## config.mk

```make
export PLATFORM = sky130hd
export DESIGN_NAME = rvc_sqrt_pipe
export DESIGN_NICKNAME = d
export VERILOG_FILES = /design/src/rtl/core/rvc_pkg.sv /design/src/rtl/core/rvc_sqrt_pipe.sv
export SDC_FILE = /design/constraint.sdc
export NUM_CORES = 2
export LEC_CHECK = 0
export BUFFER_PORTS_ARGS = -buffer_cell sky130_fd_sc_hd__clkbuf_2
export CAP_MARGIN = 20
export CORE_MARGIN = 1
export CORE_UTILIZATION = 40
export CTS_CLUSTER_DIAMETER = 40
export DETAILED_ROUTE_END_ITERATION = 7
export PLACE_DENSITY = 0.54
export SLEW_MARGIN = 30
export SYNTH_ARGS = -nofsm -noshare
export SYNTH_HDL_FRONTEND = slang
export SYNTH_MEMORY_MAX_BITS = 65536
export SYNTH_SLANG_ARGS = --single-unit
```

## constraint.sdc

```tcl
create_clock -name clk -period 8.6 [get_ports clk]
set_clock_uncertainty 0.2 [all_clocks]
set_input_delay 1.29 -clock clk [delete_from_list [all_inputs] [get_ports clk]]
set_output_delay 1.29 -clock clk [all_outputs]
set_load 0.01 [all_outputs]
```

## src/rtl/core/rvc_pkg.sv

```systemverilog
// Shared types and constants for the radial vignetting correction block.
// No dependencies; imported by rvc_sqrt_pipe, rvc_div_pipe and the top level.
`default_nettype none

package rvc_pkg;

  // Fraction bits of the radius and of the interpolation weight.
  localparam int FRAC_BITS = 15;
  localparam int FRAC_ONE  = 32768;
  // One half pixel in the radius format.
  localparam int HALF_PIXEL = 16384;
  // Radius scale register width (unsigned Q1.16).
  localparam int SCALE_W = 17;
  // Interpolated gain, unsigned Q2.29.
  localparam int GAIN_W = 32;
  // Dividend shift that lines a channel up with the gain format.
  localparam int DIV_SHIFT = 29;
  // Quotient bits kept: eight data bits and one overflow bit.
  localparam int DIV_STEPS = 9;
  // Partial remainder width of the divider.
  localparam int NUM_W = 40;
  localparam int LANES = 3;
  localparam logic [7:0] CHAN_MAX = 8'hFF;

  typedef enum logic [1:0] {
    REG_CENTER_X       = 2'd0,
    REG_CENTER_Y       = 2'd1,
    REG_RADIUS_SCALE   = 2'd2,
    REG_PROFILE_LENGTH = 2'd3
  } cfg_reg_t;

  // Fields of a word that ride along with the radius computation.
  typedef struct packed {
    logic        mode;
    logic [6:0]  idx;
    logic [15:0] value;
    logic [7:0]  chan_a;
    logic [7:0]  chan_b;
    logic [7:0]  chan_c;
  } carry_t;

endpackage

`default_nettype wire

```

## src/rtl/core/rvc_sqrt_pipe.sv

```systemverilog
// Pipelined integer square root, one result bit per register stage.
// Depends on rvc_pkg for the sideband type carried with each word.
`default_nettype none

module rvc_sqrt_pipe
  import rvc_pkg::*;
#(
  parameter int RB = 28
) (
  input  wire logic              clk,
  input  wire logic              rst,
  input  wire logic              adv,
  input  wire logic              in_valid,
  input  wire logic [2*RB-1:0]   in_x,
  input  wire carry_t            in_side,
  output logic                   out_valid,
  output logic [RB-1:0]          out_root,
  output carry_t                 out_side
);

  logic              v    [RB];
  logic [RB+1:0]     rem  [RB];
  logic [RB-1:0]     root [RB];
  logic [2*RB-1:0]   x    [RB];
  carry_t            side [RB];

  for (genvar k = 0; k < RB; k++) begin : g_step
    logic            v_i;
    logic [RB+1:0]   rem_i;
    logic [RB-1:0]   root_i;
    logic [2*RB-1:0] x_i;
    carry_t          side_i;
    logic [RB+3:0]   cur;
    logic [RB+3:0]   trial;
    logic            take;

    if (k == 0) begin : g_first
      assign v_i    = in_valid;
      assign rem_i  = '0;
      assign root_i = '0;
      assign x_i    = in_x;
      assign side_i = in_side;
    end else begin : g_next
      assign v_i    = v[k-1];
      assign rem_i  = rem[k-1];
      assign root_i = root[k-1];
      assign x_i    = x[k-1];
      assign side_i = side[k-1];
    end

    assign cur   = {rem_i, x_i[2*RB-1 -: 2]};
    assign trial = (RB+4)'({root_i, 2'b01});
    assign take  = (cur >= trial);

    always_ff @(posedge clk) begin
      if (rst) begin
        v[k] <= 1'b0;
      end else if (adv) begin
        v[k] <= v_i;
      end
    end

    always_ff @(posedge clk) begin
      if (adv) begin
        if (take) begin
          rem[k]  <= (RB+2)'(cur - trial);
          root[k] <= {root_i[RB-2:0], 1'b1};
        end else begin
          rem[k]  <= cur[RB+1:0];
          root[k] <= {root_i[RB-2:0], 1'b0};
        end
        x[k]    <= x_i << 2;
        side[k] <= side_i;
      end
    end
  end

  assign out_valid = v[RB-1];
  assign out_root  = root[RB-1];
  assign out_side  = side[RB-1];

endmodule

`default_nettype wire

```

; After elaboration in Yosys (flattened, before gate mapping)
; Memory sizes are Yosys's and may differ from the RTL's.
; Cells that the tools add are included.
[word_totals]
register_bits = 0
output_inout_bits = 77
elab_cells = 403
mem_bits_rw = 4508
memories = 5
[memory_table]
columns = name, words, width, read_ports, rd_clocked_by_memory_dff, write_ports, line_no
row1 = x, 28, 54, 27, 0, 28, rvc_sqrt_pipe.sv:24  ; logic [2*RB-1:0] x [RB];
row2 = side, 28, 48, 28, 0, 28, rvc_sqrt_pipe.sv:25  ; carry_t side [RB];
row3 = rem, 28, 30, 27, 0, 28, rvc_sqrt_pipe.sv:22  ; logic [RB+1:0] rem [RB];
row4 = root, 28, 28, 28, 0, 28, rvc_sqrt_pipe.sv:23  ; logic [RB-1:0] root [RB];
row5 = v, 28, 1, 28, 0, 28, rvc_sqrt_pipe.sv:21  ; logic v [RB];
[classes]
mux = 258
bitwise = 84
order_cmp = 28
n_addsub = 28
[ops]
columns = operator, count
row1 = $ge 32x30->1, 27
row2 = $mux 30, 28
row3 = $sub 30x30->30, 27
row4 = $mux 28, 28
row5 = $mux 1, 202
row6 = $or 1x1->1, 84
row7 = $sub 2x1->3 const B, 1
row8 = $ge 2x1->1 const B, 1

; Logic depth before layout (Yosys ltp)
; An unclocked memory read counts as a cell.
[depth]
ltp_word = 6
mapped_depth = 13
mapped_depth_nobuf = 13

; Least setup slack after synthesis
; OpenSTA, ideal clock, no wires.
[synth_timing]
path_type = input port to flip-flop
from = input adv
to = memory rem[1][210] (netlist bit) (enable)
arrival_time_ps = 3784
cell_stages = 5
setup_ps = 430
path_slack_ps = 4186
path_buffers = 5
cell_sequence = clkbuf_1 -> clkbuf_1 -> clkbuf_1 -> clkbuf_1 -> clkbuf_1
[synth_rtl]
columns = item, line_no
row1 = "start, declared", rvc_sqrt_pipe.sv:12  ; input wire logic adv,
row2 = "end, declared", rvc_sqrt_pipe.sv:22

==> results.yml <==
synth:
  synth_mux_area_share_pct: 0.564
  ys_seq_elements: 3302
  area_share_of_xor_xnor_cells_in_the_synthesized_design_pct: 4.28
  netlist-cell-type-count: 86
  ys_async_sr_fraction_pct: 0
  synth_flop_cell: "sky130_fd_sc_hd__edfxtp_1"
  dominant_combinational_cell_family_by_area_after_synthesis: "simple AND/OR/NAND/NOR gates"
  yosys.area_share.simple_pct: 7.06
  syn_area_per_cell_um2: 15.6
  ys.warnings.count: 0
  synth_sequential_area_ratio_pct: 75.3
  synth_nets: 8955
  fraction_of_the_mapped_netlist_area_in_compound_gates_pct: 6.53
  synth_enable_flop_cells: 3301
  synthesis.instances: 8410
  synth_area_um2: 132000
  synth-adder-area-share_pct: 4.15
critical_path:
  setup.reg_to_reg.worst_slack_ps: 4160
  cp_data_arrival_time_ps: 4890
  timing.critical_path.fanout_max: 37
  end_kind: "flop"
  worst-setup-path-type: "reg -> reg"
  r2r.worst_path.cells: 11
  critPathLaunchType: "flop"
  worst_ep_required_time_ps: 9050
sta:
  hold-worst-slack_ps: 188
  timing.final.max_slew_violations: 0
  setup_total_negative_slack_ps: 0
  finalWorstSetupSlack_ps: 4160
  fmaxAchievable_mhz: 225
  worst_slew_margin_rel_pct: 30.7
  period_share_pct: 51.6
  final_period_minus_worst_setup_slack_ps: 4440
  tightest_slew_ps: 1040
  grt_setup_unrepaired: "no"
  setup-violations-final: 0
  report.final.hold_viol_count: 0
placement:
  routabilityCongestion: 0.901
  dp_hpwl_mm: 147
  port-buffer-count: 184
  placement.cell_area_um2: 138000
  pre_cts_setup_slack_ps: 3570
worst_hold_path:
  min_delay_path_depth: 0
  timing.hold.worst.class: "reg -> reg"
power_and_ir_drop:
  pwr_density_cell_nw_per_um2: 294
  power_leakage_nw: 56.8
  vdd_drop_max_v: 0.000202
route:
  vias: 67900
  router_iterations_before_antenna_repair: 6
  post_drt_via_cell_ratio: 4.95
  drt-initial-drc-count: 4904
  wl_met1_mm: 100
  sum_of_routed_wire_length_over_all_layers_mm: 226
  post_drt_wl_per_cell_um: 16.4
  met2_wirelength_mm: 106
  drt_drc_violations_left: 0
  met3RoutedLength_mm: 11.6
  drt.antenna.violating_nets: 0
  maxUsedRoutingLayer: "met4"
job:
  max-cap-violations: 0
floorplanning:
  floorplan.die.width_um: 576
  die_h_um: 576
  die-area_um2: 331000
  floorplan.initialDensity_pct: 40.2
  core_um2: 327000
  top_level_ports: 185
  rows: 210
layout:
  final_nets: 9506
  flow.area_growth_from_synthesis_pct: 17.4
  layout.cell_area.non_filler_um2: 155000
  layout.core_utilization_pct: 47.2
  count_of_filler_cells_inserted_in_the_layout: 28100
  register_area_um2: 99100
  fraction_of_final_layout_cells_with_drive_strength_greater_than_1_pct: 12.6
  layout_commonest_cell: "sky130_fd_sc_hd__edfxtp_1"
  layout.cells.most_common_list: "3301 x sky130_fd_sc_hd__edfxtp_1, 545 x sky130_fd_sc_hd__inv_1, 485 x sky130_fd_sc_hd__nand2_1"
  footprint_of_the_multi_input_gates_um2: 29800
grt:
  globalRouteOverflowTotal: 0
  grt.total_usage_pct: 13.3
  grt_pass1_vias: 67700
  grt_start_max_net_pins: 191
  antenna_found_initial: 3
  grt_pass1_wl_mm: 360
clocking:
  post_cts.resized_instances: 0
  clockRootBuffer: "sky130_fd_sc_hd__clkbuf_16"
  clkTransAtPathRegs_ps: 60
  worstSkewPairLatency_ps: 950
  cts_tree: "done"
  htreeDepth: 5
  cts_setup_buffers: 0
  cts.path.max_buffers: 4
  cts_inserted_buffers: 477
  tritoncts_num_sinks: 3302
  hold_buffers: 0
status:
  status: "finished clean"
## cell usage after synthesis (all sizes together) (50+ instances only)
cell type	instances	area, µm²
edfxtp	3301	99100
inv	545	2050
nand2	485	1820
ha	437	5470
a21oi	416	2080
nor2	406	1520
o21ai	388	1940
xnor2	347	3040
xor2	296	2590
a21o	160	1200
clkbuf	158	594
nor3	152	766
nand3	130	651
nor4	97	628
nand2b	91	577
o21a	81	608
or3	72	450
nor2b	71	444
and2	67	419
nand4	64	400
mux2	57	642
o21bai	50	375
## cell families after synthesis
group / count (synthesis)
compound gates: 1392
xor+xnor: 643
fa+ha+maj: 437
buf+inv: 722
flops: 3302
mux: 67
simple gates: 1847
## metrics by stage
step	total power, mW	cells
2_1_floorplan	24.5	8410
5_1_grt	47.6	13700
3_3_place_gp	26.1	12800
6_report	45.5	13700
4_1_cts	46.2	13700
3_5_place_dp	26.3	12800
## layer usage
layer	vias up	global-route usage (%)
met5	-	0
met4	0	5.34
met3	593	2.77
met2	1521	21.5
met1	32800	17.6
li1	32900	-
## state kept, by name (all words and copies together) (netlist names)
register	cells
side	1344
v	28
root	406
x	756
rem	768
## power by group
part	internal (mW)	leakage, nW	switching (mW)	total [mW]
Sequential	19.7	32.1	0.870	20.6
Clock	12.2	7.92	7.34	19.5
Combinational	2.25	16.8	3.15	5.40
Total	34.1	56.8	11.4	45.5
## critical path, cell delays in order, from the launching register on
cell,delay (ps)
sky130_fd_sc_hd__edfxtp_1,460
sky130_fd_sc_hd__inv_1,80
sky130_fd_sc_hd__ha_1,340
sky130_fd_sc_hd__nor2b_1,220
sky130_fd_sc_hd__o2111ai_1,160
sky130_fd_sc_hd__nand3_1,180
sky130_fd_sc_hd__a41oi_1,250
sky130_fd_sc_hd__o21ai_0,600
sky130_fd_sc_hd__a31o_2,800
sky130_fd_sc_hd__or4b_2,640
sky130_fd_sc_hd__a21oi_1,170
sky130_fd_sc_hd__xor2_1,80
## path summary, 6_finish.rpt
check / startpoint / end
max reg2reg: root[1][84]$_DFFE_PP_ / rem[1][146]$_DFFE_PP_
min: x[0][182]$_DFFE_PP_ / x[0][238]$_DFFE_PP_
max: root[1][84]$_DFFE_PP_ / rem[1][146]$_DFFE_PP_
min reg2reg: x[0][182]$_DFFE_PP_ / x[0][238]$_DFFE_PP_
## final cells by class
class                      instances  area share, %
antenna                            2        0.00324
clock buffer                     527           7.91
clock inverter                   361           2.70
inverter                         545           1.32
multi-input combinational       4386           19.3
sequential                      3302           64.2
tap                             4346           3.52
timing repair buffer             249           1.08
No activity file was read; power rests on OpenSTA's default activity.
